### src/hw/rtl/p10u_pkg.sv
// Shared types and constants for the packed 10-bit pixel unpacker.
`default_nettype none

package p10u_pkg;

    localparam int BYTES_PER_GROUP = 5;
    localparam int MAX_DIM         = 2048;
    localparam int PIX_PER_GROUP   = 4;

    localparam int CNT_W     = 23;
    localparam int PIX_W     = 10;
    localparam int DIM_W     = 12;
    localparam int ADJ_W     = 7;
    localparam int PHASE_W   = 3;
    localparam int PIX_IDX_W = $clog2(PIX_PER_GROUP);

    localparam longint CNT_MAX_L   = (64'd1 << CNT_W) - 64'd1;
    localparam longint DIM_SQ_L    = longint'(MAX_DIM) * longint'(MAX_DIM);
    localparam logic [CNT_W-1:0] PIX_LIMIT =
        CNT_W'((DIM_SQ_L > CNT_MAX_L) ? CNT_MAX_L : DIM_SQ_L);
    localparam logic [CNT_W-1:0] PIX_STEP = CNT_W'(PIX_PER_GROUP);
    localparam logic [PHASE_W-1:0] LAST_PHASE = PHASE_W'(BYTES_PER_GROUP - 1);

    // item op codes
    localparam logic OP_DATA = 1'b0;
    localparam logic OP_EOF  = 1'b1;

    // result kinds
    localparam logic KIND_PIXEL  = 1'b0;
    localparam logic KIND_STATUS = 1'b1;

    // frame status bits
    localparam int STAT_LEFTOVER = 0;
    localparam int STAT_MISMATCH = 1;

    // output formats
    localparam logic FMT_GRAY16 = 1'b0;
    localparam logic FMT_RGB888 = 1'b1;

    // configuration register indexes
    typedef enum logic [1:0] {
        CFG_OUTPUT_FORMAT = 2'd0,
        CFG_FRAME_WIDTH   = 2'd1,
        CFG_FRAME_HEIGHT  = 2'd2,
        CFG_ROW_ADJUST    = 2'd3
    } cfg_index_t;

    localparam int Q_DEPTH = 2;
    localparam int Q_PTR_W = $clog2(Q_DEPTH);
    localparam int Q_CNT_W = $clog2(Q_DEPTH + 1);

    typedef struct packed {
        logic       op;
        logic [7:0] data_byte;
    } in_item_t;

    typedef struct packed {
        logic             kind;
        logic [PIX_W-1:0] pixel_value;
        logic             last_of_group;
        logic [1:0]       frame_status;
        logic [CNT_W-1:0] frame_pixels;
    } out_item_t;

    typedef struct packed {
        logic                    output_format;
        logic [DIM_W-1:0]        frame_width;
        logic [DIM_W-1:0]        frame_height;
        logic signed [ADJ_W-1:0] row_adjust;
    } cfg_t;

    // one queued job: a group of four pixels or one frame status
    typedef struct packed {
        logic                                kind;
        logic [PIX_PER_GROUP-1:0][PIX_W-1:0] pix;
        logic [1:0]                          status;
        logic [CNT_W-1:0]                    count;
    } job_t;

endpackage

`default_nettype wire

### src/hw/rtl/p10u_front.sv
// Front end: byte assembly, pixel count and frame check, pushes jobs.
`default_nettype none

module p10u_front (
    input  wire logic               clk,
    input  wire logic               rst_n,
    input  wire p10u_pkg::cfg_t     cfg,
    input  wire logic               byte_valid,
    output logic                    byte_ready,
    input  wire p10u_pkg::in_item_t byte_item,
    input  wire logic               q_full,
    output logic                    push,
    output p10u_pkg::job_t          push_job
);
    import p10u_pkg::*;

    logic [31:0]        held_reg, held_next;
    logic [PHASE_W-1:0] phase_reg, phase_next;
    logic [CNT_W-1:0]   count_reg, count_next;

    logic                       accept;
    logic                       group_done;
    logic [7:0]                 b0, b1, b2, b3, b4;
    logic [PIX_W-1:0]           px0, px1, px2, px3;
    logic signed [DIM_W+1:0]    height_adj;
    logic signed [2*DIM_W+2:0]  expected;
    logic                       mismatch;

    assign byte_ready = !q_full;
    assign accept     = byte_valid && byte_ready;
    assign group_done = (byte_item.op == OP_DATA) && (phase_reg >= LAST_PHASE);
    assign push       = accept && ((byte_item.op == OP_EOF) || group_done);

    assign b0 = held_reg[31:24];
    assign b1 = held_reg[23:16];
    assign b2 = held_reg[15:8];
    assign b3 = held_reg[7:0];
    assign b4 = byte_item.data_byte;

    // big-endian 10-bit fields across the five bytes
    assign px0 = {b0, b1[7:6]};
    assign px1 = {b1[5:0], b2[7:4]};
    assign px2 = {b2[3:0], b3[7:2]};
    assign px3 = {b3[1:0], b4};

    assign height_adj = signed'({2'b00, cfg.frame_height})
                      + signed'({{(DIM_W+2-ADJ_W){cfg.row_adjust[ADJ_W-1]}}, cfg.row_adjust});
    assign expected   = signed'({1'b0, cfg.frame_width}) * height_adj;
    assign mismatch   = expected != signed'({{(2*DIM_W+3-CNT_W){1'b0}}, count_reg});

    function automatic logic [PIX_W-1:0] fmt_pix(input logic fmt, input logic [PIX_W-1:0] p);
        fmt_pix = (fmt == FMT_RGB888) ? {2'b00, p[PIX_W-1:2]} : p;
    endfunction

    always_comb
    begin
        push_job        = '0;
        push_job.kind   = KIND_PIXEL;
        push_job.pix[0] = fmt_pix(cfg.output_format, px0);
        push_job.pix[1] = fmt_pix(cfg.output_format, px1);
        push_job.pix[2] = fmt_pix(cfg.output_format, px2);
        push_job.pix[3] = fmt_pix(cfg.output_format, px3);
        if (byte_item.op == OP_EOF)
        begin
            push_job.kind                  = KIND_STATUS;
            push_job.pix                   = '0;
            push_job.status[STAT_LEFTOVER] = phase_reg != '0;
            push_job.status[STAT_MISMATCH] = mismatch;
            push_job.count                 = count_reg;
        end
    end

    always_comb
    begin
        held_next  = held_reg;
        phase_next = phase_reg;
        count_next = count_reg;
        if (accept)
        begin
            if (byte_item.op == OP_EOF)
            begin
                held_next  = '0;
                phase_next = '0;
                count_next = '0;
            end
            else if (group_done)
            begin
                held_next  = '0;
                phase_next = '0;
                count_next = (count_reg >= PIX_LIMIT - PIX_STEP) ? PIX_LIMIT
                                                                 : count_reg + PIX_STEP;
            end
            else
            begin
                held_next  = {held_reg[23:0], byte_item.data_byte};
                phase_next = phase_reg + 1'b1;
            end
        end
    end

    always_ff @(posedge clk or negedge rst_n)
    begin
        if (!rst_n)
        begin
            held_reg  <= '0;
            phase_reg <= '0;
            count_reg <= '0;
        end
        else
        begin
            held_reg  <= held_next;
            phase_reg <= phase_next;
            count_reg <= count_next;
        end
    end

endmodule

`default_nettype wire

### src/hw/rtl/p10u_queue.sv
// Two-entry job queue between front and back ends.
`default_nettype none

module p10u_queue (
    input  wire logic           clk,
    input  wire logic           rst_n,
    input  wire logic           push,
    input  wire p10u_pkg::job_t push_job,
    output logic                full,
    input  wire logic           pop,
    output logic                head_valid,
    output p10u_pkg::job_t      head_job
);
    import p10u_pkg::*;

    job_t               entry_reg [Q_DEPTH];
    logic [Q_PTR_W-1:0] wr_ptr_reg, wr_ptr_next;
    logic [Q_PTR_W-1:0] rd_ptr_reg, rd_ptr_next;
    logic [Q_CNT_W-1:0] cnt_reg, cnt_next;

    function automatic logic [Q_PTR_W-1:0] ptr_inc(input logic [Q_PTR_W-1:0] p);
        ptr_inc = (p == Q_PTR_W'(Q_DEPTH - 1)) ? '0 : p + 1'b1;
    endfunction

    assign full       = cnt_reg == Q_CNT_W'(Q_DEPTH);
    assign head_valid = cnt_reg != '0;
    assign head_job   = entry_reg[rd_ptr_reg];

    always_comb
    begin
        wr_ptr_next = push ? ptr_inc(wr_ptr_reg) : wr_ptr_reg;
        rd_ptr_next = pop  ? ptr_inc(rd_ptr_reg) : rd_ptr_reg;
        cnt_next    = cnt_reg;
        if (push && !pop)
            cnt_next = cnt_reg + 1'b1;
        else if (pop && !push)
            cnt_next = cnt_reg - 1'b1;
    end

    always_ff @(posedge clk)
    begin
        if (push)
            entry_reg[wr_ptr_reg] <= push_job;
    end

    always_ff @(posedge clk or negedge rst_n)
    begin
        if (!rst_n)
        begin
            wr_ptr_reg <= '0;
            rd_ptr_reg <= '0;
            cnt_reg    <= '0;
        end
        else
        begin
            wr_ptr_reg <= wr_ptr_next;
            rd_ptr_reg <= rd_ptr_next;
            cnt_reg    <= cnt_next;
        end
    end

    a_no_overflow: assert property (@(posedge clk) disable iff (!rst_n)
        full |-> !push)
        else $error("queue push while full");

    a_no_underflow: assert property (@(posedge clk) disable iff (!rst_n)
        !head_valid |-> !pop)
        else $error("queue pop while empty");

endmodule

`default_nettype wire

### src/hw/rtl/p10u_back.sv
// Back end: serializes queued jobs into result items via an output register.
`default_nettype none

module p10u_back (
    input  wire logic           clk,
    input  wire logic           rst_n,
    input  wire logic           head_valid,
    input  wire p10u_pkg::job_t head_job,
    output logic                pop,
    output logic                pix_valid,
    input  wire logic           pix_ready,
    output p10u_pkg::out_item_t pix_item
);
    import p10u_pkg::*;

    logic [PIX_IDX_W-1:0] idx_reg, idx_next;
    logic                 out_valid_reg, out_valid_next;
    out_item_t            out_item_reg, out_item_next;
    logic                 load;
    logic                 last_piece;

    assign load       = head_valid && (!out_valid_reg || pix_ready);
    assign last_piece = (head_job.kind == KIND_STATUS)
                     || (idx_reg == PIX_IDX_W'(PIX_PER_GROUP - 1));
    assign pop        = load && last_piece;

    assign pix_valid = out_valid_reg;
    assign pix_item  = out_item_reg;

    always_comb
    begin
        out_item_next = '0;
        if (head_job.kind == KIND_STATUS)
        begin
            out_item_next.kind         = KIND_STATUS;
            out_item_next.frame_status = head_job.status;
            out_item_next.frame_pixels = head_job.count;
        end
        else
        begin
            out_item_next.kind          = KIND_PIXEL;
            out_item_next.pixel_value   = head_job.pix[idx_reg];
            out_item_next.last_of_group = idx_reg == PIX_IDX_W'(PIX_PER_GROUP - 1);
        end
    end

    always_comb
    begin
        idx_next       = idx_reg;
        out_valid_next = out_valid_reg;
        if (load)
        begin
            idx_next       = last_piece ? '0 : idx_reg + 1'b1;
            out_valid_next = 1'b1;
        end
        else if (pix_ready)
            out_valid_next = 1'b0;
    end

    always_ff @(posedge clk)
    begin
        if (load)
            out_item_reg <= out_item_next;
    end

    always_ff @(posedge clk or negedge rst_n)
    begin
        if (!rst_n)
        begin
            idx_reg       <= '0;
            out_valid_reg <= 1'b0;
        end
        else
        begin
            idx_reg       <= idx_next;
            out_valid_reg <= out_valid_next;
        end
    end

    // mid-group: the pixel job must still be at the queue head
    a_mid_group_head: assert property (@(posedge clk) disable iff (!rst_n)
        (idx_reg != '0) |-> (head_valid && head_job.kind == KIND_PIXEL))
        else $error("mid-group index without a pixel job at head");

endmodule

`default_nettype wire

### src/hw/rtl/packed_10bit_ir_unpacker_core.sv
// Top level of the packed 10-bit pixel unpacker: config registers and wiring.
`default_nettype none

// Takes one stream byte item per cycle (op 0) and turns every five bytes into
// four big-endian 10-bit pixel results; an end-of-frame item (op 1) yields one
// status result and clears the group and pixel count. Byte items are taken
// every cycle while the two-entry job queue has room; pixel results leave
// the output register at one per cycle while pix_ready is high. A job is
// written into the job queue when its last byte or end-of-frame item is
// accepted and moves on into the output register once it is free. Config
// writes (cfg_we) take effect on the next edge and must only be issued
// while the block is idle.
module packed_10bit_ir_unpacker_core (
    input  wire logic                       clk,
    input  wire logic                       rst_n,
    input  wire logic                       byte_valid,
    output logic                            byte_ready,
    input  wire p10u_pkg::in_item_t         byte_item,
    output logic                            pix_valid,
    input  wire logic                       pix_ready,
    output p10u_pkg::out_item_t             pix_item,
    input  wire logic                       cfg_we,
    input  wire p10u_pkg::cfg_index_t       cfg_index,
    input  wire logic [p10u_pkg::DIM_W-1:0] cfg_data
);
    import p10u_pkg::*;

    // configuration registers
    cfg_t cfg_reg, cfg_next;

    // front -> queue
    logic push;
    job_t push_job;
    logic q_full;

    // queue -> back
    logic pop;
    logic head_valid;
    job_t head_job;

    always_comb
    begin
        cfg_next = cfg_reg;
        if (cfg_we)
        begin
            case (cfg_index)
                CFG_OUTPUT_FORMAT: cfg_next.output_format = cfg_data[0];
                CFG_FRAME_WIDTH:   cfg_next.frame_width   = cfg_data;
                CFG_FRAME_HEIGHT:  cfg_next.frame_height  = cfg_data;
                CFG_ROW_ADJUST:    cfg_next.row_adjust    = signed'(cfg_data[ADJ_W-1:0]);
                default:           cfg_next = cfg_reg;
            endcase
        end
    end

    always_ff @(posedge clk or negedge rst_n)
    begin
        if (!rst_n)
        begin
            cfg_reg.output_format <= FMT_GRAY16;
            cfg_reg.frame_width   <= DIM_W'(640);
            cfg_reg.frame_height  <= DIM_W'(480);
            cfg_reg.row_adjust    <= '0;
        end
        else
            cfg_reg <= cfg_next;
    end

    // front end: gathers bytes, keeps the frame count, builds jobs
    p10u_front u_front (
        .clk        (clk),
        .rst_n      (rst_n),
        .cfg        (cfg_reg),
        .byte_valid (byte_valid),
        .byte_ready (byte_ready),
        .byte_item  (byte_item),
        .q_full     (q_full),
        .push       (push),
        .push_job   (push_job)
    );

    // decouples byte intake from result delivery
    p10u_queue u_queue (
        .clk        (clk),
        .rst_n      (rst_n),
        .push       (push),
        .push_job   (push_job),
        .full       (q_full),
        .pop        (pop),
        .head_valid (head_valid),
        .head_job   (head_job)
    );

    // back end: one result item per cycle out of the head job while the receiver is ready
    p10u_back u_back (
        .clk        (clk),
        .rst_n      (rst_n),
        .head_valid (head_valid),
        .head_job   (head_job),
        .pop        (pop),
        .pix_valid  (pix_valid),
        .pix_ready  (pix_ready),
        .pix_item   (pix_item)
    );

endmodule

`default_nettype wire

### config.mk
export PLATFORM = sky130hd
export DESIGN_NAME = packed_10bit_ir_unpacker_core
export DESIGN_NICKNAME = d
export VERILOG_FILES = /design/src/hw/rtl/p10u_pkg.sv /design/src/hw/rtl/p10u_front.sv /design/src/hw/rtl/p10u_queue.sv /design/src/hw/rtl/p10u_back.sv /design/src/hw/rtl/packed_10bit_ir_unpacker_core.sv
export SDC_FILE = /design/constraint.sdc
export NUM_CORES = 1
export LEC_CHECK = 0
export ABC_CLOCK_PERIOD_IN_PS = 10250
export BUFFER_PORTS_ARGS = -buffer_cell sky130_fd_sc_hd__buf_2
export CAP_MARGIN = 20
export CORE_MARGIN = 2
export CORE_UTILIZATION = 55
export CTS_CLUSTER_SIZE = 28
export DETAILED_ROUTE_END_ITERATION = 12
export GPL_TIMING_DRIVEN = 0
export PLACE_DENSITY = 0.72
export RECOVER_POWER = 50
export SLEW_MARGIN = 20
export SYNTH_ARGS = -nofsm -noshare
export SYNTH_HDL_FRONTEND = slang
export SYNTH_SLANG_ARGS = --single-unit
### constraint.sdc
create_clock -name clk -period 10.25 [get_ports clk]
set_input_delay 1.025 -clock clk [delete_from_list [all_inputs] [get_ports clk]]
set_output_delay 1.025 -clock clk [all_outputs]
set_load 0.01 [all_outputs]
==> reports/qor.txt, run 1 <==
Worst-margin pin slew = 4090 ps
Synthesized flop and latch total = 258
WL/cell = 18.7 µm
Initial antenna violation count = 0
Yosys Warn Count = 0
Clock skew = 21.9 ps
Cells after synthesis = 1,519
Top post-synthesis cells by count = 172 x inv_1, 163 x edfxtp_1, 159 x fa_1
Area leader, netlist = edfxtp_1
RSZ-0062 raised after global routing = false
WS Path Type = reg2reg
Sequential cell area = 0.00728 mm²
Ys async rst share = 0.368
M1 GR Usage = 0.310
Crit-path most repeated cell = fa_1
Simple-Gate Fraction of Synth Area = 0.122
Final period util = 0.936
Post-synthesis mux area share = 0.0850
H-tree depth = 1
Synth Flop Type = edfxtp_1
# fillers = 2,553
Nets = 1,886
Synth Area in Compound Gates = 0.0611
Mean post-synth cell area = 11.6 µm²
# DRC = 0
Slowest-stage cell, CP = fa_1
Worst-case clock buffer depth = 3
Routed vias = 11,571
XOR/XNOR Fraction of Synth Area = 0.0307
Post-Synth Adder-Cell Area = 0.238
Core Box Area = 0.0316 mm²
Layout cell share with drive strength beyond 1 = 0.101
Met2 usage = 0.393
Final setup violation count = 0
Req. time, crit path = 10,480 ps
# hold bufs at CTS = 0
Starting density of the core = 0.560
Mapped cell area = 0.0177 mm²
DRT Pass-1 Iters = 5
CTS clock-pin slew for the worst setup and hold paths = 60 ps
Chip Width = 183 µm
Vias in the first global route = 11,882
Combinational family with the most area after synthesis = adder cells
Wire length of the first global-routing pass = 61,500 µm
# IOs = 67
All-layer global routing usage = 0.233
Final wirelength = 38,100 µm
Hold depth = 1
Via density = 5.67
Crit-path max cell delay = 870 ps
Fin crit period = 9590 ps
Pin count of the biggest net entering global routing = 76
Hpwl dp = 29,600 µm
Port Buffers = 64
Crit path max fanout = 10
Overall die height = 183 µm
Failing checks = capacitance limit, slew limit
Max-cap violation count = 1
Nature of the critical path endpoint = flop
CTS tree = done
ANT cells = 0
Final ANT Viol Nets = 0
Worst R2R Path Depth = 28
Max FFs per register = 128
Crit path DAT = 9820 ps
Synth top area cells = edfxtp_1 28%, fa_1 18%, dfrtp_1 13%
Cell with the most instances after synthesis = inv_1
Startpoint Class = flop
Placer Congestion = 0.900
Total grt overflow = 0
Die area = 0.0336 mm²
Post-synthesis sequential area ratio = 0.412
Post-CTS Setup Inserts = 0
Post-route cell area = 0.0194 mm²
Number of enable flip-flop cells after synthesis = 163
Synth cell types = 66
Max frequency = 104 MHz
Slew headroom = -1.73
Num CTS Buffers = 27
Final-report hold violation count = 0
Layout area overhead = 10.1%
Outcome = finished, violations left
Num Clock Sinks = 258
Placed inst area = 0.0186 mm²
Max Slew Vio Count = 76
Busiest grt layer = met2
Top cell type's share of synthesized area = 0.277
FP Rows = 65
Met3 Resource Use GR = 0.0351
Setup TNS = 0 ps
Clock root buffer = clkbuf_16
Min-delay worst type = reg2reg
Initial DRC Count = 695
Worst skew pair latency = 540 ps
Multi-input logic area = 0.00950 mm²
==> final timing paths <==
path | startpoint | to | slack [ps]
max | cfg_reg[1] | u_queue.entry_reg[1][24] | 660
max in group asynchronous | rst_n | u_front.count_reg[7] | 5060
min reg2reg | u_queue.cnt_reg[1] | u_queue.cnt_reg[1] | 490
max reg2reg | cfg_reg[1] | u_queue.entry_reg[1][24] | 660
min in group asynchronous | rst_n | cfg_reg[24] | 690
min | u_queue.cnt_reg[1] | u_queue.cnt_reg[1] | 490
==> per-layer routing <==
metal  vias up  share of wire
met5         -              0
met4         0          0.036
met3        84          0.053
met2       347           0.50
met1      5821           0.42
li1       5319              -
==> critical path: cells and delay by family, from the launching register on <==
kind	cells	cell delay, ps
AO/OA/AOI/OAI	10	2680
XOR/XNOR	1	370
adder cells (fa/ha/maj)	7	3590
buffers and inverters	3	630
flip-flops	1	400
multiplexers	1	150
AND/OR/NAND/NOR	6	1450
==> what timing repair did <==
item | CTS | global route
endpoints found under the hold margin | 0 | 0
gates resized for setup | 0 | 2
setup endpoints to repair | 0 | 2
==> logic make-up after synthesis <==
logic type | count (synthesis)
mux | 121
fa+ha+maj | 240
flops | 258
other cells | 1
buf+inv | 240
simple gates | 437
compound gates | 160
xor+xnor | 62
==> placed cells by master, fill, tap and decap left out, types with 69 or more instances in the layout <==
| master | n |
|---|---|
| inv_1 | 172 |
| edfxtp_1 | 163 |
| fa_1 | 159 |
| nand2_1 | 125 |
| nor2_1 | 108 |
| clkbuf_1 | 90 |
| dfrtp_1 | 89 |
| and2_1 | 83 |
| ha_1 | 81 |
| mux2i_1 | 69 |
==> final cells by class <==
class | instances | share of cell area
clock buffers | 40 | 0.0398
inverters | 172 | 0.0332
well taps | 402 | 0.0259
multi-input cells | 1022 | 0.489
plain buffers | 68 | 0.0136
clock inverters | 10 | 0.00502
flip-flops and latches | 258 | 0.374
repair buffers | 69 | 0.0196
==> through the flow <==
stage	worst slack, ps	util	instances	hold WS (ps)
2_1_floorplan	1650	-	1520	460
3_3_place_gp	416	0.586	1986	473
3_5_place_dp	340	0.591	1991	484
4_1_cts	274	0.618	2041	316
5_1_grt	37.7	0.616	2041	510
6_report	661	0.616	2041	492
Power of run 1 is left out: the tool's default activity adds up to more than one toggle a clock period on the data nets, which glitch-free logic cannot reach.
==> run 2, diff against run 1 <==
- CELL_PAD_IN_SITES_DETAIL_PLACEMENT: unset -> 0
- CELL_PAD_IN_SITES_GLOBAL_PLACEMENT: unset -> 1
- CORE_UTILIZATION: 55 -> 52
- PLACE_DENSITY: 0.72 -> unset
- PLACE_DENSITY_LB_ADDON: unset -> 0.1
==> reports/qor.txt, run 2 (synthesis results as in run 1) <==
CTS tree = done
Wire length on met3 = 1240 µm
Initial DRC Count = 520
RSZ-0062 raised after global routing = false
Initial antenna violation count = 0
WS Path Type = reg2reg
Failing checks = capacitance limit, slew limit
Crit-path max cell delay = 750 ps
Slew headroom = -1.67
Starting density of the core = 0.527
# hold bufs at CTS = 0
Num Clock Sinks = 258
Leading cell types in the layout, fill and taps excluded = 172 x inv_1, 163 x edfxtp_1, 158 x fa_1
Routed vias = 11,228
Worst-case clock buffer depth = 3
Nets = 1,886
Port Buffers = 64
Nature of the critical path endpoint = flop
Chip Width = 188 µm
Final-report hold violation count = 0
Setup TNS = 0 ps
Via density = 5.38
Final period util = 0.931
DR top layer = met4
Metal1 wirelength = 16,900 µm
Vias in the first global route = 11,923
Total grt overflow = 0
Outcome = finished, violations left
Wire length of the first global-routing pass = 63,600 µm
All-layer global routing usage = 0.229
# IOs = 67
Max frequency = 105 MHz
Finished Layout Cells = 2,087
Clock root buffer = clkbuf_16
Placer Congestion = 0.895
Cells after DPL = 2,037
Post-CTS Setup Inserts = 0
Final Util = 0.582
Clock skew = 27.9 ps
Max FFs per register = 128
Worst skew pair latency = 540 ps
Crit path DAT = 9760 ps
Pin count of the biggest net entering global routing = 75
Die area = 0.0355 mm²
Req. time, crit path = 10,470 ps
Crit path max fanout = 10
# DRC = 0
Met2 routed wirelength = 19,700 µm
CTS clock-pin slew for the worst setup and hold paths = 60 ps
Startpoint Class = flop
DRT Pass-1 Iters = 5
Worst-margin pin slew = 4010 ps
Final setup violation count = 0
ANT cells = 0
Commonest non-fill, non-tap cell in the layout = inv_1
Overall die height = 188 µm
Layout area overhead = 10.5%
Fin crit period = 9540 ps
Core Box Area = 0.0335 mm²
Max-cap violation count = 1
H-tree depth = 1
WL/cell = 18.6 µm
Final ANT Viol Nets = 0
Num CTS Buffers = 27
Crit-path most repeated cell = fa_1
Hold slack = 495 ps
Max Slew Vio Count = 75
Min-delay worst type = reg2reg
Slowest-stage cell, CP = fa_2
FP Rows = 67
Hpwl dp = 30,300 µm
Layout cell share with drive strength beyond 1 = 0.106
Final wirelength = 38,800 µm
==> run 2: timing repair <==
item	in CTS	in global routing
endpoints found under the hold margin	0	0
setup endpoints to repair	0	2
gates resized for setup	0	3
==> run 2: layout make-up <==
| class | count | area, µm² |
|---|---|---|
| clock buffer | 33 | 698 |
| fill | 2879 | 14000 |
| timing repair buffer | 69 | 389 |
| tap | 448 | 561 |
| multi-input combinational | 1022 | 9510 |
| buffer | 68 | 265 |
| clock inverter | 17 | 171 |
| inverter | 172 | 646 |
| sequential | 258 | 7280 |
==> run 2: final timing paths <==
kind / depth (start not counted) / startpoint / endpoint / slack, ps
setup reg to reg: 28 / cfg_reg[1] / u_queue.entry_reg[1][24] / 710
max in group asynchronous: 2 / rst_n / u_front.count_reg[8] / 5120
hold reg to reg: 1 / u_queue.cnt_reg[1] / u_queue.cnt_reg[1] / 500
min in group asynchronous: 1 / rst_n / cfg_reg[24] / 700
hold / removal: 1 / u_queue.cnt_reg[1] / u_queue.cnt_reg[1] / 500
setup / recovery: 28 / cfg_reg[1] / u_queue.entry_reg[1][24] / 710
==> run 2: stage by stage <==
stage / instance area [µm²] / setup slack [ps]
after CTS: 19600 / 167
after global routing: 19500 / 156
after detailed placement: 18700 / 237
after floorplan: 17700 / 1650
final: 19500 / 710
after global placement: 18500 / 309
==> run 2: layer usage <==
metal  up-vias  GRT usage
li1       5301          -
met1      5667      0.308
met2       205      0.405
met3        55     0.0205
met4         0     0.0526
met5         -          0
==> run 2: critical path: cells and delay by family (launching register included) <==
family | cells | cell delay [ps]
AOI/OAI and AO/OA | 10 | 2700
buffers and inverters | 3 | 630
DFF | 1 | 390
muxes | 1 | 150
and+or+nand+nor | 6 | 1480
xor gates and xnor gates | 1 | 400
adders and majority gates | 7 | 3470
Power of run 2 is left out for the same reason.
==> run 3, diff against run 2 <==
- MAX_ROUTING_LAYER: unset -> met4
- SYNTH_HIERARCHICAL: unset -> 1
==> reports/qor.txt, run 3 <==
Overall die height = 194 µm
Max Slew Vio Count = 77
Combinational family with the most area after synthesis = adder cells
Final ANT Viol Nets = 0
Port Buffers = 66
WHS Endpoint = u_queue/cnt_reg[1]
# fillers = 3,014
WS Path Type = reg2reg
Synth Flop Type = edfxtp_1
Hold path start = u_queue/cnt_reg[1]
Clock skew = 12.8 ps
Cell with the most instances after synthesis = inv_1
Final period util = 0.852
DRT Pass-1 Iters = 9
Routed vias = 12,115
Max FFs per register = 132
Final wirelength = 42,000 µm
Setup TNS = 0 ps
Max-cap violation count = 1
Die area = 0.0378 mm²
Hold depth = 1
FF-to-FF End = u_queue/entry_reg[0][24]
CTS tree = done
Finished Layout Cells = 2,206
Simple-Gate Fraction of Synth Area = 0.126
Layout cell share with drive strength beyond 1 = 0.152
R2r startpoint = cfg_reg[1]
Final setup violation count = 0
Synth cell types = 81
Num Clock Sinks = 264
Worst-margin pin slew = 4130 ps
Final-report hold violation count = 0
Post-CTS Setup Inserts = 0
# IOs = 67
Number of enable flip-flop cells after synthesis = 169
Crit path DAT = 8970 ps
WL/cell = 19.0 µm
Commonest non-fill, non-tap cell in the layout = inv_1
Req. time, crit path = 10,480 ps
Top cell type's share of synthesized area = 0.269
Multi-input logic area = 0.0103 mm²
CTS clock-pin slew for the worst setup and hold paths = 60 ps
Post-Synth Adder-Cell Area = 0.223
Mean post-synth cell area = 11.6 µm²
# DRC = 10
FF-to-FF setup slack = 1520 ps
Yosys Warn Count = 6
Synthesized flop and latch total = 264
Initial antenna violation count = 0
XOR/XNOR Fraction of Synth Area = 0.0244
Cells after synthesis = 1,620
Post-cts gate resize count = 0
FP Rows = 69
Worst skew pair latency = 540 ps
Post-synthesis mux area share = 0.103
Cells after DPL = 2,153
Slew headroom = -1.75
Nature of the critical path endpoint = flop
Min-delay worst type = reg2reg
Worst R2R Path Depth = 26
Fin crit period = 8730 ps
Crit path max fanout = 10
Placer Congestion = 0.872
Worst-case clock buffer depth = 3
# hold bufs at CTS = 0
Clock root buffer = clkbuf_16
Failing checks = DRC, capacitance limit, slew limit
Top post-synthesis cells by count = 186 x inv_1, 169 x edfxtp_1, 159 x fa_1
All-layer global routing usage = 0.234
Sequential cell area = 0.00746 mm²
Core Box Area = 0.0357 mm²
Max frequency = 115 MHz
Num CTS Buffers = 29
Synth Area in Compound Gates = 0.0703
Layout area overhead = 10.5%
Total grt overflow = 0
RSZ-0062 raised after global routing = false
Chip Width = 194 µm
H-tree depth = 1
Leading cell types in the layout, fill and taps excluded = 186 x inv_1, 169 x edfxtp_1, 159 x fa_1
Vias in the first global route = 12,398
Post-synthesis sequential area ratio = 0.396
Area leader, netlist = edfxtp_1
ANT cells = 0
Synth top area cells = edfxtp_1 27%, fa_1 17%, dfrtp_1 12%
Initial DRC Count = 711
Starting density of the core = 0.529
Mapped cell area = 0.0189 mm²
Via density = 5.49
Startpoint Class = flop
Ys async rst share = 0.360
Hpwl dp = 33,100 µm
Pin count of the biggest net entering global routing = 77
Nets = 1,991
Outcome = finished, violations left
Wire length of the first global-routing pass = 67,400 µm
run 3: cell families after synthesis:
group,count (synthesis)
adder cells (fa/ha/maj),240
AND/OR/NAND/NOR,452
buffers and inverters,259
multiplexers,168
XOR/XNOR,51
AO/OA/AOI/OAI,185
other,1
flip-flops,264
run 3: layout make-up:
cell class	count	share of cell area
Multi-Input combinational cell	1098	0.495
Sequential cell	264	0.358
Clock buffer	38	0.0369
Inverter	186	0.0335
Tap cell	461	0.0277
Timing Repair Buffer	71	0.0201
Buffer	73	0.0173
Clock inverter	15	0.0113
run 3: routing by layer:
metal | wire length (µm) | part of all wire | GRT usage | up-vias
met3 | 1580 | 0.038 | 0.0234 | 65
li1 | - | - | - | 5696
met1 | 18100 | 0.43 | 0.301 | 6087
met5 | 0 | 0 | - | -
met4 | 1100 | 0.026 | 0.0678 | 0
met2 | 21200 | 0.50 | 0.396 | 267
run 3: worst max-delay path by stage:
| stage | endpoint | cells past startpoint | slack [ps] | from |
|---|---|---|---|---|
| detailed placement | u_queue/entry_reg[1][24] | 26 | 1690 | cfg_reg[1] |
| global route | u_queue/entry_reg[0][24] | 23 | 1180 | cfg_reg[6] |
| floorplan | u_queue/entry_reg[0][24] | 26 | 2860 | cfg_reg[1] |
| finish | u_queue/entry_reg[0][24] | 26 | 1520 | cfg_reg[1] |
| CTS | u_queue/entry_reg[0][24] | 26 | 1650 | cfg_reg[1] |
| global placement | u_queue/entry_reg[0][24] | 26 | 1730 | cfg_reg[1] |
run 3: metrics by stage:
step	instance area [µm²]	utilization	hold slack, ps	setup slack, ps
floorplan	18900	-	447	2860
global placement	19800	0.554	463	1730
detailed placement	19900	0.558	471	1690
CTS	20900	0.586	328	1650
global route	20800	0.584	507	1180
finish	20800	0.584	485	1520
run 3: worst max-delay path, cell delays in order (launching register included):
cell      delay, ps
dfrtp_1         390
ha_1            290
a21o_1          180
a21o_1          210
a21oi_2         200
o21ai_2         110
a211oi_2        240
o31ai_2         100
xor2_1          510
buf_4           290
and2_1          220
fa_1            470
fa_1            910
inv_1           200
fa_1            560
fa_1            440
fa_1            550
inv_1            40
ha_1            390
and2_1          190
a311o_1         430
nor2_1          160
nand2_1          80
o21ai_0         280
a211oi_1        140
nor4_1          540
a21oi_1         270
Power of run 3 is left out for the same reason.
